===== src/rtl/htsp_pkg.sv =====
// ----------------------------------------------------------------------------
// htsp_pkg
// codes, command words and reset values of the sensor poller
// ----------------------------------------------------------------------------
`timescale 1ns / 1ps

package htsp_pkg;

    // event kinds of an input word
    localparam logic [1:0] CMD_TICK     = 2'd0;
    localparam logic [1:0] CMD_MEASURE  = 2'd1;
    localparam logic [1:0] CMD_BUS_DONE = 2'd2;

    // requested bus actions
    localparam logic [1:0] ACT_NONE    = 2'd0;
    localparam logic [1:0] ACT_WR_RST  = 2'd1;
    localparam logic [1:0] ACT_WR_MEAS = 2'd2;
    localparam logic [1:0] ACT_RD_DATA = 2'd3;

    // reported events
    localparam logic [1:0] EVT_NONE   = 2'd0;
    localparam logic [1:0] EVT_UPDATE = 2'd1;
    localparam logic [1:0] EVT_ERROR  = 2'd2;

    // configuration register indexes
    localparam logic [1:0] REG_UPDATE_INTERVAL = 2'd0;
    localparam logic [1:0] REG_INIT_DELAY      = 2'd1;
    localparam logic [1:0] REG_MEASURE_DELAY   = 2'd2;
    localparam logic [1:0] REG_DEVICE_ADDRESS  = 2'd3;

    // command words in transmitted byte order
    localparam logic [15:0] WORD_SOFT_RESET = 16'h30A2;
    localparam logic [15:0] WORD_MEASURE    = 16'h2C0D;

    // interval value meaning no automatic measurement
    localparam logic [31:0] INTERVAL_NEVER = 32'hFFFF_FFFF;

    // register reset values
    localparam logic [7:0] INIT_DELAY_RST    = 8'd20;
    localparam logic [7:0] MEASURE_DELAY_RST = 8'd20;
    localparam logic [6:0] DEV_ADDR_RST      = 7'd68;

    // fixed-point conversion
    localparam logic [13:0] HUM_SCALE   = 14'd10000;
    localparam logic [14:0] TEMP_SCALE  = 15'd17500;
    localparam logic [15:0] TEMP_OFFSET = 16'd4500;
    localparam logic [13:0] HUM_MAX     = 14'd10000;
    localparam logic [15:0] FULL_SCALE  = 16'hFFFF;
    localparam logic [15:0] ROUND_HALF  = 16'h7FFF;

endpackage


===== src/rtl/humidity_temp_sensor_poller_unit.sv =====
// ----------------------------------------------------------------------------
// humidity_temp_sensor_poller_unit
// sequences a humidity/temperature sensor: soft reset, measure, read
// ----------------------------------------------------------------------------
//
//  channel  | direction | handshake                     | word
//  ---------+-----------+-------------------------------+---------------------------
//  in       | sink      | i_in_valid  / o_in_stall      | cmd, bus_ok, read words
//  out      | source    | o_out_valid / i_out_stall     | bus request, event, readings
//  cfg      | sink      | i_cfg_valid / o_cfg_ready     | i_cfg_index, i_cfg_data
//
//  one word a cycle sustained while the result side does not stall; a result is
//  offered once its input word has passed the input register, then the
//  sequencer update and the result register
//  the conversion path (a constant multiply per reading, then a fold-and-compare
//  division by full scale) sits between the two registers
//  i_rst_n is synchronous, active low; no clearing pass is needed
//  a stall on the result side holds the result and the input register, and
//  then stalls the input side; the cfg port is always ready
//
`timescale 1ns / 1ps

module humidity_temp_sensor_poller_unit (
    input  logic               i_clk,
    input  logic               i_rst_n,
    // input channel
    input  logic               i_in_valid,
    output logic               o_in_stall,
    input  logic [1:0]         i_cmd,
    input  logic               i_bus_ok,
    input  logic [15:0]        i_read_temp_word,
    input  logic [15:0]        i_read_hum_word,
    // result channel
    output logic               o_out_valid,
    input  logic               i_out_stall,
    output logic [1:0]         o_bus_action,
    output logic [15:0]        o_bus_word,
    output logic [6:0]         o_bus_address,
    output logic [1:0]         o_event_code,
    output logic               o_measure_accepted,
    output logic               o_readings_valid,
    output logic [15:0]        o_humidity_raw_out,
    output logic [15:0]        o_temperature_raw_out,
    output logic [13:0]        o_humidity_pct,
    output logic signed [14:0] o_temp_centi_c,
    // configuration write channel
    input  logic               i_cfg_valid,
    output logic               o_cfg_ready,
    input  logic [1:0]         i_cfg_index,
    input  logic [31:0]        i_cfg_data
);

    // sequencer phase
    typedef enum logic [1:0] {
        PH_RESET,
        PH_MEASURE,
        PH_READ
    } t_phase;

    // floor(x / 65535) for x below 2^31: fold the high half back in, then
    // one compare corrects the quotient since the remainder stays below 2 * 65535
    function automatic logic [15:0] div_full_scale(input logic [30:0] x);
        logic [14:0] q0;
        logic [16:0] r0;
        begin
            q0 = x[30:16];
            r0 = {1'b0, x[15:0]} + {2'b00, q0};
            div_full_scale = {1'b0, q0} +
                ((r0 >= {1'b0, htsp_pkg::FULL_SCALE}) ? 16'd1 : 16'd0);
        end
    endfunction

    // ------------------------------------------------------------------
    // configuration registers
    // ------------------------------------------------------------------
    logic [31:0] r_update_interval, n_update_interval;
    logic [7:0]  r_init_delay,      n_init_delay;
    logic [7:0]  r_measure_delay,   n_measure_delay;
    logic [6:0]  r_device_address,  n_device_address;

    // ------------------------------------------------------------------
    // sequencer state
    // ------------------------------------------------------------------
    t_phase      r_phase,        n_phase;
    logic        r_meas_active,  n_meas_active;
    logic        r_await_bus,    n_await_bus;
    logic        r_wake_pending, n_wake_pending;
    logic [7:0]  r_wake_cnt,     n_wake_cnt;
    logic [7:0]  r_ready_cnt,    n_ready_cnt;
    logic [31:0] r_interval_cnt, n_interval_cnt;
    logic [15:0] r_hum_word,     n_hum_word;
    logic [15:0] r_temp_word,    n_temp_word;
    logic        r_valid_flag,   n_valid_flag;

    // ------------------------------------------------------------------
    // input register
    // ------------------------------------------------------------------
    logic        r_s1_valid;
    logic [1:0]  r_s1_cmd;
    logic        r_s1_bus_ok;
    logic [15:0] r_s1_temp;
    logic [15:0] r_s1_hum;

    // ------------------------------------------------------------------
    // result register
    // ------------------------------------------------------------------
    logic        r_out_valid;
    logic [1:0]  r_bus_action,  n_bus_action;
    logic [15:0] r_bus_word,    n_bus_word;
    logic [6:0]  r_bus_address;
    logic [1:0]  r_event_code,  n_event_code;
    logic        r_meas_acc,    n_meas_acc;
    logic [13:0] r_hum_pct;
    logic [14:0] r_temp_centi;

    // handshake
    logic in_take;
    logic out_take;
    logic advance;
    logic cfg_wr;

    // conversion datapath
    logic [29:0] hum_prod;
    logic [30:0] temp_prod;
    logic [15:0] hum_q;
    logic [15:0] temp_q;
    logic [13:0] hum_sat;
    logic [15:0] temp_off;

    // the input register moves on whenever the result slot is free or emptying
    assign out_take   = r_out_valid && !i_out_stall;
    assign advance    = r_s1_valid && (!r_out_valid || !i_out_stall);
    assign o_in_stall = r_s1_valid && !advance;
    assign in_take    = i_in_valid && !o_in_stall;
    assign o_cfg_ready = 1'b1;
    assign cfg_wr     = i_cfg_valid;

    // ------------------------------------------------------------------
    // sequencer next state and result fields
    // ------------------------------------------------------------------
    always_comb begin
        n_update_interval = r_update_interval;
        n_init_delay      = r_init_delay;
        n_measure_delay   = r_measure_delay;
        n_device_address  = r_device_address;
        n_phase           = r_phase;
        n_meas_active     = r_meas_active;
        n_await_bus       = r_await_bus;
        n_wake_pending    = r_wake_pending;
        n_wake_cnt        = r_wake_cnt;
        n_ready_cnt       = r_ready_cnt;
        n_interval_cnt    = r_interval_cnt;
        n_hum_word        = r_hum_word;
        n_temp_word       = r_temp_word;
        n_valid_flag      = r_valid_flag;
        n_bus_action      = htsp_pkg::ACT_NONE;
        n_bus_word        = 16'd0;
        n_event_code      = htsp_pkg::EVT_NONE;
        n_meas_acc        = 1'b0;

        if (cfg_wr) begin
            // the user must write only while no word is in flight; not enforced here
            case (i_cfg_index)
                htsp_pkg::REG_UPDATE_INTERVAL: begin
                    n_update_interval = i_cfg_data;
                    n_interval_cnt    = i_cfg_data;
                    if (i_cfg_data != htsp_pkg::INTERVAL_NEVER && !r_meas_active) begin
                        n_meas_active  = 1'b1;
                        n_wake_pending = 1'b1;
                        n_wake_cnt     = r_ready_cnt;
                    end
                end
                htsp_pkg::REG_INIT_DELAY:    n_init_delay     = i_cfg_data[7:0];
                htsp_pkg::REG_MEASURE_DELAY: n_measure_delay  = i_cfg_data[7:0];
                htsp_pkg::REG_DEVICE_ADDRESS: n_device_address = i_cfg_data[6:0];
                default: ;
            endcase
        end else if (advance) begin
            case (r_s1_cmd)
                htsp_pkg::CMD_TICK: begin
                    if (n_ready_cnt != 8'd0)
                        n_ready_cnt = n_ready_cnt - 8'd1;
                    // interval timer issues its own measure request
                    if (r_update_interval != htsp_pkg::INTERVAL_NEVER) begin
                        if (n_interval_cnt != 32'd0)
                            n_interval_cnt = n_interval_cnt - 32'd1;
                        if (n_interval_cnt == 32'd0) begin
                            if (!n_meas_active) begin
                                n_meas_active  = 1'b1;
                                n_wake_pending = 1'b1;
                                n_wake_cnt     = n_ready_cnt;
                            end
                            n_interval_cnt = r_update_interval;
                        end
                    end
                    // wake-up countdown, then the phase issues its bus action
                    if (n_wake_pending) begin
                        if (n_wake_cnt != 8'd0)
                            n_wake_cnt = n_wake_cnt - 8'd1;
                        if (n_wake_cnt == 8'd0 && !r_await_bus) begin
                            n_wake_pending = 1'b0;
                            n_await_bus    = 1'b1;
                            case (r_phase)
                                PH_RESET: begin
                                    n_bus_action = htsp_pkg::ACT_WR_RST;
                                    n_bus_word   = htsp_pkg::WORD_SOFT_RESET;
                                end
                                PH_MEASURE: begin
                                    n_bus_action = htsp_pkg::ACT_WR_MEAS;
                                    n_bus_word   = htsp_pkg::WORD_MEASURE;
                                end
                                default: begin
                                    n_bus_action = htsp_pkg::ACT_RD_DATA;
                                end
                            endcase
                        end
                    end
                end
                htsp_pkg::CMD_MEASURE: begin
                    if (!r_meas_active) begin
                        n_meas_active  = 1'b1;
                        n_wake_pending = 1'b1;
                        n_wake_cnt     = r_ready_cnt;
                        n_meas_acc     = 1'b1;
                    end
                end
                htsp_pkg::CMD_BUS_DONE: begin
                    // a completion with nothing outstanding is ignored
                    if (r_await_bus) begin
                        n_await_bus = 1'b0;
                        if (!r_s1_bus_ok) begin
                            n_valid_flag   = 1'b0;
                            n_meas_active  = 1'b0;
                            n_wake_pending = 1'b0;
                            n_phase        = PH_RESET;
                            n_event_code   = htsp_pkg::EVT_ERROR;
                        end else begin
                            case (r_phase)
                                PH_RESET: begin
                                    n_phase     = PH_MEASURE;
                                    n_ready_cnt = r_init_delay;
                                    if (r_meas_active) begin
                                        n_wake_pending = 1'b1;
                                        n_wake_cnt     = r_init_delay;
                                    end
                                end
                                PH_MEASURE: begin
                                    n_phase        = PH_READ;
                                    n_wake_pending = 1'b1;
                                    n_wake_cnt     = r_measure_delay;
                                end
                                default: begin
                                    n_temp_word    = r_s1_temp;
                                    n_hum_word     = r_s1_hum;
                                    n_valid_flag   = 1'b1;
                                    n_meas_active  = 1'b0;
                                    n_wake_pending = 1'b0;
                                    n_phase        = PH_MEASURE;
                                    n_event_code   = htsp_pkg::EVT_UPDATE;
                                end
                            endcase
                        end
                    end
                end
                default: ;
            endcase
        end
    end

    // ------------------------------------------------------------------
    // fixed-point conversion of the stored words after this step
    // ------------------------------------------------------------------
    assign hum_prod  = 30'(n_hum_word) * 30'(htsp_pkg::HUM_SCALE)
                     + 30'(htsp_pkg::ROUND_HALF);
    assign temp_prod = 31'(n_temp_word) * 31'(htsp_pkg::TEMP_SCALE)
                     + 31'(htsp_pkg::ROUND_HALF);
    assign hum_q     = div_full_scale({1'b0, hum_prod});
    assign temp_q    = div_full_scale(temp_prod);
    assign hum_sat   = (hum_q > {2'b00, htsp_pkg::HUM_MAX}) ? htsp_pkg::HUM_MAX : hum_q[13:0];
    assign temp_off  = temp_q - htsp_pkg::TEMP_OFFSET;

    // ------------------------------------------------------------------
    // registers
    // ------------------------------------------------------------------
    always_ff @(posedge i_clk) begin
        if (!i_rst_n) begin
            r_update_interval <= htsp_pkg::INTERVAL_NEVER;
            r_init_delay      <= htsp_pkg::INIT_DELAY_RST;
            r_measure_delay   <= htsp_pkg::MEASURE_DELAY_RST;
            r_device_address  <= htsp_pkg::DEV_ADDR_RST;
            r_phase           <= PH_RESET;
            r_meas_active     <= 1'b0;
            r_await_bus       <= 1'b0;
            r_wake_pending    <= 1'b1;
            r_wake_cnt        <= htsp_pkg::INIT_DELAY_RST;
            r_ready_cnt       <= htsp_pkg::INIT_DELAY_RST;
            r_interval_cnt    <= htsp_pkg::INTERVAL_NEVER;
            r_hum_word        <= 16'd0;
            r_temp_word       <= 16'd0;
            r_valid_flag      <= 1'b0;
            r_s1_valid        <= 1'b0;
            r_out_valid       <= 1'b0;
        end else begin
            r_update_interval <= n_update_interval;
            r_init_delay      <= n_init_delay;
            r_measure_delay   <= n_measure_delay;
            r_device_address  <= n_device_address;
            r_phase           <= n_phase;
            r_meas_active     <= n_meas_active;
            r_await_bus       <= n_await_bus;
            r_wake_pending    <= n_wake_pending;
            r_wake_cnt        <= n_wake_cnt;
            r_ready_cnt       <= n_ready_cnt;
            r_interval_cnt    <= n_interval_cnt;
            r_hum_word        <= n_hum_word;
            r_temp_word       <= n_temp_word;
            r_valid_flag      <= n_valid_flag;

            if (in_take)
                r_s1_valid <= 1'b1;
            else if (advance)
                r_s1_valid <= 1'b0;

            if (advance)
                r_out_valid <= 1'b1;
            else if (out_take)
                r_out_valid <= 1'b0;
        end
    end

    // payload of the input and result registers, no reset needed
    always_ff @(posedge i_clk) begin
        if (in_take) begin
            r_s1_cmd    <= i_cmd;
            r_s1_bus_ok <= i_bus_ok;
            r_s1_temp   <= i_read_temp_word;
            r_s1_hum    <= i_read_hum_word;
        end
        if (advance) begin
            r_bus_action  <= n_bus_action;
            r_bus_word    <= n_bus_word;
            r_bus_address <= (n_bus_action != htsp_pkg::ACT_NONE) ? r_device_address : 7'd0;
            r_event_code  <= n_event_code;
            r_meas_acc    <= n_meas_acc;
            r_hum_pct     <= hum_sat;
            r_temp_centi  <= temp_off[14:0];
        end
    end

    // ------------------------------------------------------------------
    // outputs; raw words and valid flag only move when a result is loaded
    // ------------------------------------------------------------------
    assign o_out_valid           = r_out_valid;
    assign o_bus_action          = r_bus_action;
    assign o_bus_word            = r_bus_word;
    assign o_bus_address         = r_bus_address;
    assign o_event_code          = r_event_code;
    assign o_measure_accepted    = r_meas_acc;
    assign o_readings_valid      = r_valid_flag;
    assign o_humidity_raw_out    = r_hum_word;
    assign o_temperature_raw_out = r_temp_word;
    assign o_humidity_pct        = r_hum_pct;
    assign o_temp_centi_c        = r_temp_centi;

endmodule


===== config.mk =====
export PLATFORM = sky130hd
export DESIGN_NAME = humidity_temp_sensor_poller_unit
export DESIGN_NICKNAME = d
export VERILOG_FILES = /design/src/rtl/htsp_pkg.sv /design/src/rtl/humidity_temp_sensor_poller_unit.sv
export SDC_FILE = /design/constraint.sdc
export NUM_CORES = 1
export LEC_CHECK = 0
export BUFFER_PORTS_ARGS = -buffer_cell sky130_fd_sc_hd__buf_2
export CORE_UTILIZATION = 45
export DETAILED_ROUTE_END_ITERATION = 16
export GPL_TIMING_DRIVEN = 0
export PLACE_DENSITY = 0.67
export SYNTH_ARGS = -nofsm -noshare
export SYNTH_HDL_FRONTEND = slang
export SYNTH_SLANG_ARGS = --single-unit
export TNS_END_PERCENT = 5

===== constraint.sdc =====
create_clock -name i_clk -period 14 [get_ports i_clk]
set_clock_uncertainty 0.15 [all_clocks]
set_input_delay 1.4 -clock i_clk [delete_from_list [all_inputs] [get_ports i_clk]]
set_output_delay 1.4 -clock i_clk [all_outputs]
set_load 0.01 [all_outputs]

==> run metrics, run 1 <==
Max Buffers Root-to-Sink=3; syn avg cell area=between 8 and 9 sq um; setup ws final=~800 ps; DP Area=around 0.022 sq mm; DRT iter0 DRCs=1159; Slew HR=0.254; routability cong.=around 0.96; core area=between 0.04 and 0.05 sq mm; post-synth cell types=100; Worst Path Max Fanout=10; Final #Nets=2972; register area share after synthesis=0.253; Initial Utilization=0.456; Fmax achieved=0.0758 GHz; Worst Path Arrival=13350 ps; # setup viols final=0; M3 GR Usage=0.0364; Final Power=1.58 mW; grt ovf=0; clock-pin slew on the worst setup and hold paths=~60 ps; GRT met2 Usage=0.410; CTS tree=yes; Critical Path RT=~14000 ps; fin area=about 0.023 sq mm; die height=216 um; slowest cell on the critical path=nor3_1; Skew-Pair Late Insertion Delay=between 500 and 600 ps; #FFs+latches synth=222; minimum clock period=13200 ps; worst slack, placed=-511 ps; Ports=167; Max IR drop VDD=approximately 0.08 mV; hold buffers post-CTS=0; final wirelength=59900 um; slowest stage delay, CP=860 ps; commonest cells after routing, fill and taps aside=270 x inv_1, 257 x nand2_1, 215 x ha_1; die area=0.0468 sq mm; outcome=finished clean; largest net degree at the start of global routing=30; grt met1 use=0.347; prevailing post-synth register cell=dfxtp_1; Sink Count=222; Core Util, Final=0.513; setup bufs post-CTS=0; # port buffers=158; max cap viols=0; routed via count=between 15000 and 20000; Tcrit/Tclk final=0.943; Pleak=between 10 and 15 nW; Crit Path Class=input pin to flop; post-route ant nets=0; Vias/cell=about 5.7; mapped cell area=a little over 0.02 sq mm; initial antenna violation count=0; Synth async-reset ratio=0; PD cells=67.7 mW/mm^2; synth warn=0; vias in the first global route=17813; CTS HTree Levels=1; EDFF count, synth=79; most used cell, CP=ha_1; Area growth syn-to-layout=12.6%; Worst Max-Slew Pin Slew=1110 ps; most common cell after layout, fill and taps aside=inv_1; fill count=4327; Hold Fails Final Rpt=0; routed len/inst=18.6 um; busiest grt layer=met2; clk root buf=clkbuf_16; Die W=216 um; Pre-antenna DRT Iters=6; Startpoint Class=input pin; total clock buffers created by CTS=27; CP endpoint kind=flop; RSZ-0062 raised after global routing=false; row count=78; post_cts resized=0; gr usage total=0.252; Final Slew Violations=0; worst min path class=flop to flop; Syn Inst Count=2410; DRC Markers=0; first-pass GRT wire length=94900 um; layout cells sized above 1=0.117; post-detail-place hpwl=47500 um; n_diodes=0
[worst max-delay path: cells and delay by family]
family                   cells  cell delay [ps]
buffers and inverters        9             2120
multiplexers                 1              510
AO/OA/AOI/OAI               12             2650
AND/OR/NAND/NOR             13             3820
adder cells (fa/ha/maj)      8             2780
[power breakdown]
| part | switching, mW | internal, mW | leakage, nW |
|---|---|---|---|
| clock network | 0.312 | 0.411 | 0.446 |
| logic | 0.0899 | 0.0497 | 8.60 |
| registers | 0.0214 | 0.693 | 1.90 |
| total | 0.423 | 1.15 | 10.9 |
[per-layer routing]
layer	wire (um)	up-vias
met1	27600	8927
met5	0	-
met3	3670	92
met2	27300	536
met4	1400	0
li1	-	8936
[cells in the mapped netlist, types with 39 or more instances]
| cell type | instances | area [sq um] |
|---|---|---|
| fa_1 | 79 | 1580 |
| nand4_1 | 42 | 263 |
| edfxtp_1 | 79 | 2370 |
| mux2i_1 | 53 | 531 |
| xnor2_1 | 81 | 709 |
| o211ai_1 | 39 | 293 |
| clkbuf_1 | 74 | 278 |
| a21oi_1 | 83 | 415 |
| nand3_1 | 77 | 385 |
| inv_1 | 271 | 1020 |
| o21ai_0 | 98 | 490 |
| nor2b_1 | 61 | 382 |
| nand2_1 | 257 | 965 |
| xor2_1 | 66 | 578 |
| dfxtp_1 | 143 | 2860 |
| nor2_1 | 117 | 439 |
| nor3_1 | 55 | 275 |
| ha_1 | 215 | 2690 |
| nor4_1 | 40 | 250 |
[sequential cells by signal, indices dropped and copies added (netlist names), 3 cells and up]
signal and flops:
r_interval_cnt 32, r_device_address 7, r_s1_temp 16, r_update_interval 32
r_measure_delay 8, r_ready_cnt 8, o_temp_centi_c 15, o_humidity_raw_out 16
o_bus_address 7, o_humidity_pct 14, r_wake_cnt 8, o_temperature_raw_out 16
r_init_delay 8, r_s1_hum 16, o_bus_word 3
[stage by stage]
stage	std cells	setup TNS (ps)	hold slack (ps)
floorplan	2415	0	291
global placement	3173	-4330	305
detailed placement	3175	-5730	311
CTS	3225	0	320
global route	3225	0	342
finish	3225	0	316
[area by class of cell]
type | instances | area (sq um) | share of cell area
plain buffers | 106 | 499 | 0.0214
multi-input cells | 1815 | 14000 | 0.603
repair buffers | 160 | 831 | 0.0357
clock inverters | 13 | 139 | 0.00597
flip-flops and latches | 222 | 5240 | 0.225
inverters | 272 | 1020 | 0.0439
clock buffers | 37 | 768 | 0.0330
well taps | 600 | 751 | 0.0322
[logic make-up after synthesis]
logic type / after synthesis / synth area share
AO/OA/AOI/OAI: 472 / 0.159
XOR/XNOR: 150 / 0.0653
adder cells (fa/ha/maj): 294 / 0.207
buffers and inverters: 378 / 0.0734
flip-flops: 222 / 0.253
multiplexers: 67 / 0.0338
other: 2 / 0.000363
AND/OR/NAND/NOR: 825 / 0.209
[final timing paths]
| path | from | to | slack [ps] | cells past startpoint |
|---|---|---|---|---|
| max | i_cfg_valid | o_humidity_pct[2] | 800 | 43 |
| min | r_measure_delay[7] | r_measure_delay[7] | 320 | 2 |
| max reg2reg | r_s1_cmd[0] | o_humidity_pct[2] | 1160 | 44 |
| min reg2reg | r_measure_delay[7] | r_measure_delay[7] | 320 | 2 |
Note: power is estimated with default switching activity, not from simulation.
==> run 2, diff against run 1 <==
--- a/config.mk
+++ b/config.mk
@@ -6,10 +6,12 @@
 export NUM_CORES = 1
 export LEC_CHECK = 0
 export BUFFER_PORTS_ARGS = -buffer_cell sky130_fd_sc_hd__buf_2
-export CORE_UTILIZATION = 45
+export CELL_PAD_IN_SITES_DETAIL_PLACEMENT = 2
+export CELL_PAD_IN_SITES_GLOBAL_PLACEMENT = 2
+export CORE_UTILIZATION = 38
 export DETAILED_ROUTE_END_ITERATION = 16
 export GPL_TIMING_DRIVEN = 0
-export PLACE_DENSITY = 0.67
+export PLACE_DENSITY = 0.86
 export SYNTH_ARGS = -nofsm -noshare
 export SYNTH_HDL_FRONTEND = slang
 export SYNTH_SLANG_ARGS = --single-unit
==> run 2 against run 1 <==
Net effect: the run now ends with DRC left; register-to-register slack got worse by 260 ps; cell count increased by 3.1%; via count increased by 4.6%.
==> run metrics, run 2 (same netlist as run 1, synthesis figures left out) <==
sw frac=0.262 (was 0.268); die height=235 um (was 216 um); critical path launch point=i_cfg_valid (unchanged); Comb power frac=0.091 (was 0.089); # port buffers=158 (unchanged); routability cong.=0.929 (was 0.960); Worst Path Arrival=13600 ps (was 13350 ps); Startpoint Class=input pin (unchanged); Vias/cell=5.82 (was 5.73); minimum clock period=13460 ps (was 13200 ps); clk root buf=clkbuf_16 (unchanged); Switch Pwr=433 uW (was 423 uW); Final #Nets=2977 (was 2972); CP endpoint kind=flop (unchanged); row count=85 (was 78); vias in the first global route=21452 (was 17813); post-detail-place hpwl=61700 um (was 47500 um); routed via count=19346 (was 18491); first-pass GRT wire length=123000 um (was 94900 um); top flop regs=r_interval_cnt: 32 flops, r_update_interval: 32 flops (unchanged); max cap viols=0 (unchanged); slowest cell on the critical path=a211oi_2 (was nor3_1); outcome=finished, violations left (was finished clean); Critical Path RT=14140 ps (was 14150 ps); Pleak=11.0 nW (was 10.9 nW); RR Startpoint=r_s1_cmd[0] (unchanged); worst min path class=flop to flop (unchanged); most common cell after layout, fill and taps aside=inv_1 (unchanged); flop2flop setup slack=900 ps (was 1160 ps); # setup viols final=0 (unchanged); gr usage total=0.278 (was 0.252); commonest cells after routing, fill and taps aside=270 x inv_1, 257 x nand2_1, 215 x ha_1 (unchanged); Crit Path Class=input pin to flop (unchanged); R2R cell count=45 (was 44); Fmax achieved=0.0743 GHz (was 0.0758 GHz); post-route ant nets=0 (unchanged); failing checks=DRC; grt ovf=0 (unchanged); Max Buffers Root-to-Sink=3 (unchanged); CP Capture Point=o_humidity_pct[2] (unchanged); Reg power frac=0.434 (was 0.453); Area growth syn-to-layout=14.2% (was 12.6%); Initial Utilization=0.384 (was 0.456); DRC Markers=2 (was 0); worst reg2reg path endpoint=o_humidity_pct[2] (unchanged); layout cells sized above 1=0.122 (was 0.117); total clock buffers created by CTS=29 (was 27); routed len/inst=23.7 um (was 18.6 um); PD cells=69.9 mW/mm^2 (was 67.7 mW/mm^2); final cell count without fillers=3325 (was 3225); Worst Path Max Fanout=10 (unchanged); Pre-antenna DRT Iters=11 (was 6); Final Power=1.65 mW (was 1.58 mW); Slew HR=0.209 (was 0.254); core area=0.0538 sq mm (was 0.0454 sq mm); slowest stage delay, CP=570 ps (was 860 ps); largest net degree at the start of global routing=30 (unchanged); dpl cells=3271 (was 3175); clock-pin slew on the worst setup and hold paths=60 ps (about the same); RSZ-0062 raised after global routing=true (was false); Int Pwr=1.22 mW (was 1.15 mW); most used cell, CP=ha_1 (unchanged); Max IR drop VDD=0.0754 mV (was 0.0797 mV); DRT iter0 DRCs=928 (was 1159); Sink Count=222 (unchanged); initial antenna violation count=3 (was 0); setup TNS=0 ps (unchanged); Ports=167 (unchanged); clock power share=0.476 (was 0.459); die area=0.0553 sq mm (was 0.0468 sq mm); n_diodes=0 (unchanged); Hold Fails Final Rpt=0 (unchanged); CTS tree=yes (unchanged); final wirelength=78800 um (was 59900 um); Tcrit/Tclk final=0.961 (was 0.943); CTS HTree Levels=1 (unchanged); Final Slew Violations=0 (unchanged); Skew-Pair Late Insertion Delay=580 ps (about the same); Die W=235 um (was 216 um); Worst Max-Slew Pin Slew=1180 ps (was 1110 ps)
==> run 2: changes by cell type in the layout (fill, tap and decap cells not counted), moves of 2 or more <==
cell | before | now
inv_6 | 4 | 0
clkbuf_2 | 3 | 0
mux2i_1 | 48 | 44
clkbuf_8 | 3 | 6
clkbuf_4 | 1 | 3
clkinv_4 | 2 | 0
buf_4 | 14 | 18
o311ai_1 | 3 | 1
clkbuf_16 | 28 | 30
o311ai_2 | 0 | 2
nor3_2 | 2 | 4
bufinv_16 | 1 | 3
mux2i_4 | 0 | 3
nor3_1 | 54 | 52
==> run 2: worst max-delay path, delay by kind of cell <==
| family | cells | cell delay [ps] |
|---|---|---|
| simple gates | 16 | 4050 |
| buf+inv | 8 | 1920 |
| compound gates | 11 | 2790 |
| mux | 1 | 550 |
| fa+ha+maj | 8 | 2840 |
==> run 2: power by group through the flow <==
| stage | clock (mW) | combinational, mW | sequential [mW] |
|---|---|---|---|
| 6_report | 0.785 | 0.150 | 0.716 |
| 5_1_grt | 0.820 | 0.161 | 0.718 |
| 4_1_cts | 0.798 | 0.148 | 0.715 |
| 3_5_place_dp | 0 | 0.146 | 0.728 |
| 3_3_place_gp | 0 | 0.136 | 0.727 |
| 2_1_floorplan | 0 | 0.0803 | 0.722 |
==> run 2: worst min path at each step <==
stage	start	endpoint	slack (ps)	cells past startpoint
finish	r_device_address[3]	r_device_address[3]	330	2
global placement	r_device_address[1]	r_device_address[1]	300	2
detailed placement	r_device_address[2]	r_device_address[2]	320	2
floorplan	r_device_address[2]	r_device_address[2]	290	2
global route	r_device_address[3]	r_device_address[3]	360	2
CTS	r_device_address[3]	r_device_address[3]	330	2
==> run 2: per-stage QoR <==
step	area, sq um	hold WS [ps]	util	worst slack, ps
after global placement	22400	302	0.415	-725
final	23600	328	0.439	543
after floorplan	20700	291	-	2040
after CTS	23400	333	0.436	23.3
after global routing	23600	363	0.439	-240
after detailed placement	22400	317	0.416	-1550
==> run 2: repair_timing <==
item | CTS | global route
setup endpoints to repair | 23 | 22
gates resized for setup | 13 | 36
hold buffers | 0 | 0
setup buffers | 0 | 4
pin swaps | 0 | 2
gates cloned | 0 | 0
==> run 2: final cells by class <==
| type | count | area, sq um |
|---|---|---|
| Sequential cell | 222 | 5240 |
| Clock inverter | 8 | 119 |
| Inverter | 272 | 1020 |
| Buffer | 105 | 503 |
| Multi-Input combinational cell | 1815 | 14100 |
| Tap cell | 696 | 871 |
| Timing Repair Buffer | 164 | 861 |
| Clock buffer | 43 | 860 |
| Fill cell | 6000 | 30200 |
==> run 2: per-layer routing <==
| layer | part of all wire | track usage | up-vias |
|---|---|---|---|
| met5 | 0.00017 | 0 | - |
| met4 | 0.030 | 0.0818 | 2 |
| met3 | 0.038 | 0.0283 | 127 |
| met2 | 0.49 | 0.496 | 455 |
| met1 | 0.44 | 0.355 | 9820 |
| li1 | - | - | 8942 |
